--- src/sv/sseps_pkg.sv ---
// ----------------------------------------------------------------------------
// sseps_pkg
// Types, character codes and helper functions for the event stream parser.
// ----------------------------------------------------------------------------
package sseps_pkg;

  typedef enum logic [1:0] {
    PH_NAME  = 2'd0,
    PH_VALUE = 2'd1,
    PH_SKIP  = 2'd2
  } phase_t;

  typedef enum logic [1:0] {
    VK_NONE  = 2'd0,
    VK_DATA  = 2'd1,
    VK_EVENT = 2'd2,
    VK_ID    = 2'd3
  } vkind_t;

  typedef enum logic [2:0] {
    TK_DATA       = 3'd0,
    TK_TYPE_BEGIN = 3'd1,
    TK_TYPE_BYTE  = 3'd2,
    TK_TYPE_CLEAR = 3'd3,
    TK_ID_BEGIN   = 3'd4,
    TK_ID_BYTE    = 3'd5,
    TK_ID_CLEAR   = 3'd6,
    TK_DISPATCH   = 3'd7
  } tok_kind_t;

  localparam logic OP_BYTE  = 1'b0;
  localparam logic OP_FLUSH = 1'b1;

  localparam logic [7:0] CH_NUL   = 8'h00;
  localparam logic [7:0] CH_LF    = 8'h0A;
  localparam logic [7:0] CH_CR    = 8'h0D;
  localparam logic [7:0] CH_SPACE = 8'h20;
  localparam logic [7:0] CH_COLON = 8'h3A;
  localparam logic [7:0] CH_A     = 8'h61;
  localparam logic [7:0] CH_D     = 8'h64;
  localparam logic [7:0] CH_E     = 8'h65;
  localparam logic [7:0] CH_I     = 8'h69;
  localparam logic [7:0] CH_N     = 8'h6E;
  localparam logic [7:0] CH_T     = 8'h74;
  localparam logic [7:0] CH_V     = 8'h76;

  // candidate bits
  localparam int unsigned M_DATA  = 0;
  localparam int unsigned M_EVENT = 1;
  localparam int unsigned M_ID    = 2;

  localparam logic [2:0] NAME_MAX = 3'd7;

  typedef struct packed {
    tok_kind_t  kind;
    logic [7:0] data;
  } tok_t;

  // up to two tokens from one beat
  typedef struct packed {
    tok_t       t0;
    tok_t       t1;
    logic [1:0] n;
  } emit_t;

  function automatic emit_t push(emit_t e, tok_kind_t k, logic [7:0] b);
    emit_t r;
    r = e;
    if (e.n == 2'd0) begin
      r.t0.kind = k;
      r.t0.data = b;
      r.n       = 2'd1;
    end else if (e.n == 2'd1) begin
      r.t1.kind = k;
      r.t1.data = b;
      r.n       = 2'd2;
    end
    return r;
  endfunction

  // which names still agree with byte c at position p
  function automatic logic [2:0] name_hit(logic [2:0] p, logic [7:0] c);
    logic [2:0] m;
    m = 3'b000;
    case (p)
      3'd0: begin
        m[M_DATA]  = (c == CH_D);
        m[M_EVENT] = (c == CH_E);
        m[M_ID]    = (c == CH_I);
      end
      3'd1: begin
        m[M_DATA]  = (c == CH_A);
        m[M_EVENT] = (c == CH_V);
        m[M_ID]    = (c == CH_D);
      end
      3'd2: begin
        m[M_DATA]  = (c == CH_T);
        m[M_EVENT] = (c == CH_E);
      end
      3'd3: begin
        m[M_DATA]  = (c == CH_A);
        m[M_EVENT] = (c == CH_N);
      end
      3'd4: begin
        m[M_EVENT] = (c == CH_T);
      end
      default: m = 3'b000;
    endcase
    return m;
  endfunction

  function automatic vkind_t name_kind(logic [2:0] len, logic [2:0] match);
    vkind_t k;
    if (len == 3'd4 && match[M_DATA]) k = VK_DATA;
    else if (len == 3'd5 && match[M_EVENT]) k = VK_EVENT;
    else if (len == 3'd2 && match[M_ID]) k = VK_ID;
    else k = VK_NONE;
    return k;
  endfunction

  function automatic logic [2:0] len_inc(logic [2:0] len);
    return (len == NAME_MAX) ? len : len + 3'd1;
  endfunction

endpackage

--- src/sv/sseps_in_if.sv ---
// ----------------------------------------------------------------------------
// sseps_in_if
// Stream byte channel: one byte or an end-of-stream flush per beat.
// ----------------------------------------------------------------------------
interface sseps_in_if;
  logic       valid;
  logic       ready;
  logic       operation;
  logic [7:0] byte_value;

  modport source (output valid, output operation, output byte_value, input ready);
  modport sink   (input valid, input operation, input byte_value, output ready);
endinterface

--- src/sv/sseps_out_if.sv ---
// ----------------------------------------------------------------------------
// sseps_out_if
// Token channel: one tagged token per beat.
// ----------------------------------------------------------------------------
interface sseps_out_if;
  logic       valid;
  logic       ready;
  logic [2:0] token_kind;
  logic [7:0] token_byte;
  logic       last;

  modport source (output valid, output token_kind, output token_byte, output last,
                  input ready);
  modport sink   (input valid, input token_kind, input token_byte, input last,
                  output ready);
endinterface

--- src/sv/sseps_tok_queue.sv ---
// ----------------------------------------------------------------------------
// sseps_tok_queue
// Four-entry token queue: takes up to two tokens a cycle, drains one a cycle while tokens.ready is high.
// ----------------------------------------------------------------------------
module sseps_tok_queue (
  input  logic           clk,
  input  logic           rst,
  input  logic           push_valid,
  input  sseps_pkg::emit_t push_data,
  output logic           space_ok,
  sseps_out_if.source    tokens
);
  import sseps_pkg::*;

  localparam int unsigned DEPTH = 4;
  localparam int unsigned AW    = $clog2(DEPTH);

  typedef struct packed {
    tok_t tok;
    logic last;
  } qent_t;

  qent_t         mem [DEPTH];
  logic [AW-1:0] wr;
  logic [AW-1:0] rd;
  logic [AW:0]   cnt;
  logic [AW:0]   cnt_next;
  logic [1:0]    n_push;
  logic          pop;

  assign n_push   = push_valid ? push_data.n : 2'd0;
  assign pop      = tokens.valid && tokens.ready;
  assign cnt_next = cnt + (AW+1)'(n_push) - (AW+1)'(pop);
  assign space_ok = (cnt <= (AW+1)'(DEPTH - 2));

  assign tokens.valid      = (cnt != '0);
  assign tokens.token_kind = mem[rd].tok.kind;
  assign tokens.token_byte = mem[rd].tok.data;
  assign tokens.last       = mem[rd].last;

  always_ff @(posedge clk) begin
    if (n_push != 2'd0) begin
      mem[wr] <= '{tok: push_data.t0, last: (n_push == 2'd1)};
    end
    if (n_push == 2'd2) begin
      mem[wr + AW'(1)] <= '{tok: push_data.t1, last: 1'b1};
    end
  end

  always_ff @(posedge clk) begin
    if (rst) begin
      wr  <= '0;
      rd  <= '0;
      cnt <= '0;
    end else begin
      wr  <= wr + AW'(n_push);
      rd  <= rd + AW'(pop);
      cnt <= cnt_next;
    end
  end

endmodule

--- src/sv/sse_event_stream_parser_unit.sv ---
// ----------------------------------------------------------------------------
// sse_event_stream_parser_unit
// Server-Sent Events line parser that streams tagged tokens.
// ----------------------------------------------------------------------------
// Takes one stream byte (or an end-of-stream flush) per cycle and emits zero,
// one or two tokens for it; the final token of each beat has last set. The
// line state is updated in the cycle a beat is taken and its tokens are
// written into a four-entry queue, from whose registers they are offered.
// stream.ready is high while the queue has two free entries: one byte per
// cycle is sustained while each byte yields at most one token and the token
// side keeps up; a beat that yields two tokens (a held CR followed by a value
// byte, or a flush) needs two pops on the token side.
module sse_event_stream_parser_unit (
  input  logic        clk,
  input  logic        rst,
  sseps_in_if.sink    stream,
  sseps_out_if.source tokens
);
  import sseps_pkg::*;

  phase_t     line_phase,  line_phase_next;
  logic [2:0] name_length, name_length_next;
  logic [2:0] name_match,  name_match_next;
  vkind_t     value_kind,  value_kind_next;
  logic       first_value_byte, first_value_byte_next;
  logic       held_cr,     held_cr_next;
  logic       data_present, data_present_next;
  emit_t      emit;
  logic       accept;
  logic       space_ok;

  assign stream.ready = space_ok;
  assign accept       = stream.valid && stream.ready;

  always_comb begin
    logic [7:0] c;
    logic [2:0] len_a;
    logic [2:0] match_a;
    logic       dp;
    logic       end_ln;
    vkind_t     k;
    vkind_t     kb;

    c       = stream.byte_value;
    emit    = '0;
    end_ln  = 1'b0;
    dp      = data_present;
    k       = VK_NONE;

    line_phase_next       = line_phase;
    name_length_next      = name_length;
    name_match_next       = name_match;
    value_kind_next       = value_kind;
    first_value_byte_next = first_value_byte;
    held_cr_next          = held_cr;

    // held CR folded into the name
    len_a   = held_cr ? len_inc(name_length) : name_length;
    match_a = held_cr ? 3'b000 : name_match;

    // kind for a bare name, with or without the held CR folded in
    kb = (stream.operation == OP_BYTE && c == CH_LF) ?
         name_kind(name_length, name_match) : name_kind(len_a, match_a);

    if (stream.operation == OP_FLUSH) begin
      if (line_phase == PH_NAME) begin
        if (len_a != 3'd0) begin
          k = kb;
        end
      end else if (line_phase == PH_VALUE && held_cr) begin
        case (value_kind)
          VK_DATA: begin
            emit = push(emit, TK_DATA, CH_CR);
            dp   = 1'b1;
          end
          VK_EVENT: emit = push(emit, TK_TYPE_BYTE, CH_CR);
          VK_ID:    emit = push(emit, TK_ID_BYTE, CH_CR);
          default: ;
        endcase
      end
      case (k)
        VK_DATA:  if (dp) emit = push(emit, TK_DATA, CH_LF);
        VK_EVENT: emit = push(emit, TK_TYPE_CLEAR, 8'h00);
        VK_ID:    emit = push(emit, TK_ID_CLEAR, 8'h00);
        default: ;
      endcase
      if (dp) begin
        emit = push(emit, TK_DISPATCH, 8'h00);
        dp   = 1'b0;
      end
      end_ln = 1'b1;
    end else begin
      case (line_phase)
        PH_NAME: begin
          if (c == CH_LF) begin
            if (name_length == 3'd0) begin
              if (dp) begin
                emit = push(emit, TK_DISPATCH, 8'h00);
                dp   = 1'b0;
              end
            end else begin
              k = kb;
            end
            end_ln = 1'b1;
          end else begin
            name_length_next = len_a;
            name_match_next  = match_a;
            held_cr_next     = 1'b0;
            if (c == CH_CR) begin
              held_cr_next = 1'b1;
            end else if (c == CH_NUL) begin
              if (len_a == 3'd0) begin
                if (dp) begin
                  emit = push(emit, TK_DISPATCH, 8'h00);
                  dp   = 1'b0;
                end
              end else begin
                k = kb;
              end
              line_phase_next = PH_SKIP;
            end else if (c == CH_COLON) begin
              case (kb)
                VK_DATA:  if (dp) emit = push(emit, TK_DATA, CH_LF);
                VK_EVENT: emit = push(emit, TK_TYPE_BEGIN, 8'h00);
                VK_ID:    emit = push(emit, TK_ID_BEGIN, 8'h00);
                default: ;
              endcase
              if (kb == VK_NONE) begin
                line_phase_next = PH_SKIP;
              end else begin
                line_phase_next       = PH_VALUE;
                value_kind_next       = kb;
                first_value_byte_next = 1'b1;
              end
            end else begin
              name_match_next  = match_a & name_hit(len_a, c);
              name_length_next = len_inc(len_a);
            end
          end
          // bare name resolution
          case (k)
            VK_DATA:  if (dp) emit = push(emit, TK_DATA, CH_LF);
            VK_EVENT: emit = push(emit, TK_TYPE_CLEAR, 8'h00);
            VK_ID:    emit = push(emit, TK_ID_CLEAR, 8'h00);
            default: ;
          endcase
        end
        PH_VALUE: begin
          if (c == CH_LF) begin
            end_ln = 1'b1;
          end else begin
            if (held_cr) begin
              held_cr_next = 1'b0;
              case (value_kind)
                VK_DATA: begin
                  emit = push(emit, TK_DATA, CH_CR);
                  dp   = 1'b1;
                end
                VK_EVENT: emit = push(emit, TK_TYPE_BYTE, CH_CR);
                VK_ID:    emit = push(emit, TK_ID_BYTE, CH_CR);
                default: ;
              endcase
            end
            if (c == CH_CR) begin
              first_value_byte_next = 1'b0;
              held_cr_next          = 1'b1;
            end else if (c == CH_NUL) begin
              line_phase_next = PH_SKIP;
            end else if (c == CH_SPACE && first_value_byte) begin
              first_value_byte_next = 1'b0;
            end else begin
              first_value_byte_next = 1'b0;
              case (value_kind)
                VK_DATA: begin
                  emit = push(emit, TK_DATA, c);
                  dp   = 1'b1;
                end
                VK_EVENT: emit = push(emit, TK_TYPE_BYTE, c);
                VK_ID:    emit = push(emit, TK_ID_BYTE, c);
                default: ;
              endcase
            end
          end
        end
        default: begin
          if (c == CH_LF) end_ln = 1'b1;
        end
      endcase
    end

    if (end_ln) begin
      line_phase_next       = PH_NAME;
      name_length_next      = 3'd0;
      name_match_next       = 3'b111;
      value_kind_next       = VK_NONE;
      first_value_byte_next = 1'b1;
      held_cr_next          = 1'b0;
    end
    data_present_next = dp;
  end

  always_ff @(posedge clk) begin
    if (rst) begin
      line_phase       <= PH_NAME;
      name_length      <= 3'd0;
      name_match       <= 3'b111;
      value_kind       <= VK_NONE;
      first_value_byte <= 1'b1;
      held_cr          <= 1'b0;
      data_present     <= 1'b0;
    end else if (accept) begin
      line_phase       <= line_phase_next;
      name_length      <= name_length_next;
      name_match       <= name_match_next;
      value_kind       <= value_kind_next;
      first_value_byte <= first_value_byte_next;
      held_cr          <= held_cr_next;
      data_present     <= data_present_next;
    end
  end

  sseps_tok_queue u_queue (
    .clk        (clk),
    .rst        (rst),
    .push_valid (accept),
    .push_data  (emit),
    .space_ok   (space_ok),
    .tokens     (tokens)
  );

endmodule
--- src/flat_wrapper.sv ---
// flat-port wrapper written by rule: the top's interface ports become plain ports
module sse_event_stream_parser_unit_flat import sseps_pkg::*;
  (clk, rst, stream_valid, stream_operation, stream_byte_value, stream_ready, tokens_valid, tokens_token_kind, tokens_token_byte, tokens_last, tokens_ready);
  sseps_in_if stream_i ();
  sseps_out_if tokens_i ();
  input  logic clk;
  input  logic rst;
  input wire logic [$bits(stream_i.valid)-1:0] stream_valid;
  input wire logic [$bits(stream_i.operation)-1:0] stream_operation;
  input wire logic [$bits(stream_i.byte_value)-1:0] stream_byte_value;
  output wire logic [$bits(stream_i.ready)-1:0] stream_ready;
  output wire logic [$bits(tokens_i.valid)-1:0] tokens_valid;
  output wire logic [$bits(tokens_i.token_kind)-1:0] tokens_token_kind;
  output wire logic [$bits(tokens_i.token_byte)-1:0] tokens_token_byte;
  output wire logic [$bits(tokens_i.last)-1:0] tokens_last;
  input wire logic [$bits(tokens_i.ready)-1:0] tokens_ready;
  assign stream_i.valid = stream_valid;
  assign stream_i.operation = stream_operation;
  assign stream_i.byte_value = stream_byte_value;
  assign stream_ready = stream_i.ready;
  assign tokens_valid = tokens_i.valid;
  assign tokens_token_kind = tokens_i.token_kind;
  assign tokens_token_byte = tokens_i.token_byte;
  assign tokens_last = tokens_i.last;
  assign tokens_i.ready = tokens_ready;
  sse_event_stream_parser_unit u_core (.clk(clk), .rst(rst), .stream(stream_i), .tokens(tokens_i));
endmodule
--- config.mk ---
export PLATFORM = sky130hd
export DESIGN_NAME = sse_event_stream_parser_unit_flat
export DESIGN_NICKNAME = d
export VERILOG_FILES = /design/src/sv/sseps_pkg.sv /design/src/sv/sseps_in_if.sv /design/src/sv/sseps_out_if.sv /design/src/sv/sseps_tok_queue.sv /design/src/sv/sse_event_stream_parser_unit.sv /design/src/flat_wrapper.sv
export SDC_FILE = /design/constraint.sdc
export NUM_CORES = 1
export LEC_CHECK = 0
export BUFFER_PORTS_ARGS = -buffer_cell sky130_fd_sc_hd__buf_2
export CORE_MARGIN = 8
export CORE_UTILIZATION = 60
export CTS_BUF_LIST = sky130_fd_sc_hd__clkbuf_4
export DETAILED_ROUTE_END_ITERATION = 10
export PLACE_DENSITY_LB_ADDON = 0.05
export RECOVER_POWER = 50
export SLEW_MARGIN = 20
export SYNTH_ARGS = -nofsm -noshare
export SYNTH_HDL_FRONTEND = slang
export SYNTH_SLANG_ARGS = --single-unit
--- constraint.sdc ---
create_clock -name clk -period 5.3 [get_ports clk]
set_input_delay 0 -clock clk [delete_from_list [all_inputs] [get_ports clk]]
set_output_delay 0 -clock clk [all_outputs]
set_load 0.02 [all_outputs]
==> flow_summary.toml <==
[hold_path]
hold_path_startpoint = "tokens_ready"
hold_path_depth = 4
hp-class = "input port to flip-flop"
min_to = "u_core.u_queue.rd[0]"

[floorplanning]
die_x_um = 103
coreArea_um2 = 7570
start_util_pct = 60.4
die_h_um = 103
ios = 27
row_count = 32
dieArea_um2 = 10700

[cts]
cts_tree = "done"
numCtsBuffers = 9
cts_sinks = 68
clk_root_buffer_cell = "clkbuf_4"
path_clk_slew_ns = 0.12
h-tree-depth = 3
clock_latency_ns = 0.43
clockBufferDepth = 2
post_cts_buffers = 0

[setup_path]
slowest_stage = "nand3_1"
critPathMaxFanout = 14
path_cells = "ha_1 -> a21boi_1 -> nor2_1 -> a21oi_1 -> ha_2 -> nand3_1 -> a21oi_1 -> mux2i_1 -> a31o_2 -> a21oi_1 -> inv_1 -> ha_1 -> o21ai_0 -> a31oi_1 -> a311oi_4 -> buf_4 -> nand3_1 -> nand2_1 -> buf_4"
r2r-start = "u_core.name_length[0]"
crit_path_start_kind = "flip-flop"
path_class = "flip-flop to flip-flop"
path_buf_inv = 3
reg2reg_setup_slack_ns = 0.41
crit_required_ns = 5.43
critPathArrivalTime_ns = 5.02
crit_path_max_incr_delay_ns = 0.43
crit_family = "compound AO/OA/AOI/OAI gates"
worstSetupEndpointType = "flip-flop"
crit_top_cell = "a21oi_1"
ff2ff_path_depth = 19
r2r-end = "u_core.u_queue.mem[2][9]"

[final_layout]
n_antenna_cell = 0
fin_area_um2 = 4920
nFillCells = 615
synthToLayoutAreaGrowth_pct = 7.56
drive_gt1_share_pct = 13.2
nNetsFinal = 543

[timing]
fin_crit_ns = 4.89
max_slew.worst_pin.slew_ns = 0.983
slew_headroom_pct = 33.6
hold_violations = 0
holdWs_ns = 0.0463
setup_ws_ns = 0.411
rsz0062_at_grt = "false"
drv_slew = 0
fin_crit_sh_pct = 92.2
max_freq_mhz = 205
final-setup-viol-count = 0
fin_worst_skew_ns = 0.00867
tns_ns = 0

[detailed_routing]
dr.first_iter.drc_count = 444
ant_nets = 0
viasPerCell = 6.66
drcViolationCount = 0
dr.pass1.iters = 5
wirelength_mm = 11.9
wl_per_cell_um = 19.3
vias = 4105

[global_route]
track_usage_pct = 23.5
grt_pass1_vias = 3880
antenna_found_initial = 0
grt_max_degree = 19
grt_pass1_wl_mm = 19.3
grt-ovfl-total = 0

[yosys]
synth_seq_cells = 68
synth_top_flop_cell = "edfxtp_1"
synthCells = 490
synth_warnings = 0
syn_area_per_cell_um2 = 9.33
synthTopCellsByArea = "edfxtp_1 29%, dfxtp_1 11%, mux4_2 5.9%"
syn-cell-area_um2 = 4570
synthesis.nets = 524
ys_async_sr_fraction_pct = 0
synth_edf_count = 44
synth.distinct_cells = 70
synth_top_area_share_pct = 28.9
ys_seq_area_share_pct = 39.4
yosys.area.top_type = "edfxtp_1"

[place]
io_buffers = 26
globalplace.congestion = 0.949
dp_hpwl_mm = 8.78
pre_cts_slack_ns = 0.455
placed_cell_area_um2 = 4760

[power_and_ir_drop]
powerDensity_nw_per_um2 = 318
p_leak_nw = 1.69
ir_drop_mv = 0.263

[run]
maxCapViolations = 0

[run_status]
outcome = "finished clean"
sequential cells by signal (all words and copies together) (netlist names):
| register | flops |
|---|---|
| u_core.first_value_byte | 1 |
| u_core.name_match | 3 |
| u_core.held_cr | 1 |
| u_core.value_kind | 2 |
| u_core.u_queue.rd | 2 |
| u_core.data_present | 1 |
| u_core.u_queue.mem | 48 |
| u_core.line_phase | 2 |
| u_core.name_length | 3 |
| u_core.u_queue.wr | 2 |
| u_core.u_queue.cnt | 3 |
cells by family after synthesis:
group           synth area share (%)
compound gates                  22.7
buf+inv                         5.09
xor+xnor                        1.34
flops                           39.4
simple gates                    18.5
mux                             7.04
fa+ha+maj                       5.91
timing repair:
| item | CTS | global route |
|---|---|---|
| gates resized for setup | 0 | 3 |
| endpoints found under the hold margin | 16 | 0 |
| hold buffers | 1 | 0 |
| endpoints found under the setup margin | 0 | 12 |
metal layers:
| metal | vias up | wire length, um | GRT usage [%] |
|---|---|---|---|
| met1 | 1890 | 4830 | 29.3 |
| met2 | 252 | 5540 | 39.3 |
| met4 | 0 | 376 | 9.68 |
| li1 | 1918 | - | - |
| met3 | 45 | 1130 | 4.15 |
| met5 | - | 0 | 0 |
Yosys cell counts, types with 4 or more instances:
cell,number
mux2i_1,4
o21ai_0,21
nor2b_1,7
nand3_1,21
a31oi_1,4
dfxtp_1,24
nor2_1,40
mux4_2,12
nand2_1,52
and3_1,5
edfxtp_1,44
o22ai_1,41
nand2b_1,4
nor3_1,8
a21oi_1,33
xnor2_1,7
nand4_1,4
o32ai_1,5
inv_1,22
clkbuf_1,14
buf_2,9
or3_1,7
and2_1,6
ha_1,20
cells in the final DEF, fill, tap and decap left out, types with 3 or more instances in the layout:
cell type / n
nand2b_1: 4
xnor2_1: 6
inv_1: 23
dfxtp_1: 24
and2_1: 6
a21oi_1: 33
ha_1: 19
nor2_1: 40
nor3_1: 8
o21ai_0: 22
o22ai_1: 41
or3_1: 7
mux4_2: 12
edfxtp_1: 44
clkbuf_1: 14
clkbuf_4: 9
mux2i_1: 4
nor2b_1: 7
nand4_1: 4
a31o_2: 3
buf_4: 8
nand3_1: 22
buf_2: 12
o32ai_1: 5
a221o_1: 3
and3_1: 5
o31ai_1: 3
nand2_1: 52
a31oi_1: 4
a211o_1: 3
worst register-to-register path, delay by kind of cell, from the launching register on:
| family | cells | cell delay, ns |
|---|---|---|
| compound gates | 8 | 1.89 |
| fa+ha+maj | 3 | 0.80 |
| simple gates | 4 | 0.79 |
| buf+inv | 3 | 0.54 |
| flops | 1 | 0.39 |
| mux | 1 | 0.21 |
worst max path at each step:
stage | startpoint | endpoint | slack, ns | cells after the start
2_1_floorplan | u_core.held_cr | u_core.u_queue.cnt[2] | 0.42 | 23
3_3_place_gp | u_core.name_length[0] | u_core.u_queue.cnt[2] | 0.56 | 21
3_5_place_dp | u_core.name_length[0] | u_core.u_queue.cnt[2] | 0.46 | 20
4_1_cts | u_core.name_length[0] | u_core.u_queue.cnt[2] | 0.39 | 20
5_1_grt | u_core.name_length[0] | u_core.u_queue.cnt[2] | 0.01 | 21
6_report | u_core.name_length[0] | u_core.u_queue.mem[2][9] | 0.41 | 19
cell type report:
type	count	area, um2	share of cell area [%]
Clock buffer	9	67.6	1.37
Clock inverter	7	97.6	1.99
Inverter	25	93.8	1.91
Multi-Input combinational cell	368	2530	51.6
Sequential cell	68	1800	36.7
Tap cell	102	128	2.60
Timing Repair Buffer	37	193	3.92
where the power goes:
group          leakage (nW)  switching, W  internal [W]
Sequential            0.585     0.0000731      0.000626
Clock                0.0829      0.000204      0.000193
Combinational          1.02      0.000273      0.000194
Total                  1.69      0.000550       0.00101
metrics by stage:
| stage | cells | utilization [%] | total power, W |
|---|---|---|---|
| detailed placement | 599 | 63.0 | 0.00119 |
| global route | 616 | 65.0 | 0.00164 |
| finish | 616 | 65.0 | 0.00156 |
| CTS | 616 | 65.3 | 0.00158 |
| global placement | 599 | 63.0 | 0.00118 |
| floorplan | 490 | - | 0.00105 |
No activity file was read; power rests on OpenSTA's default activity.
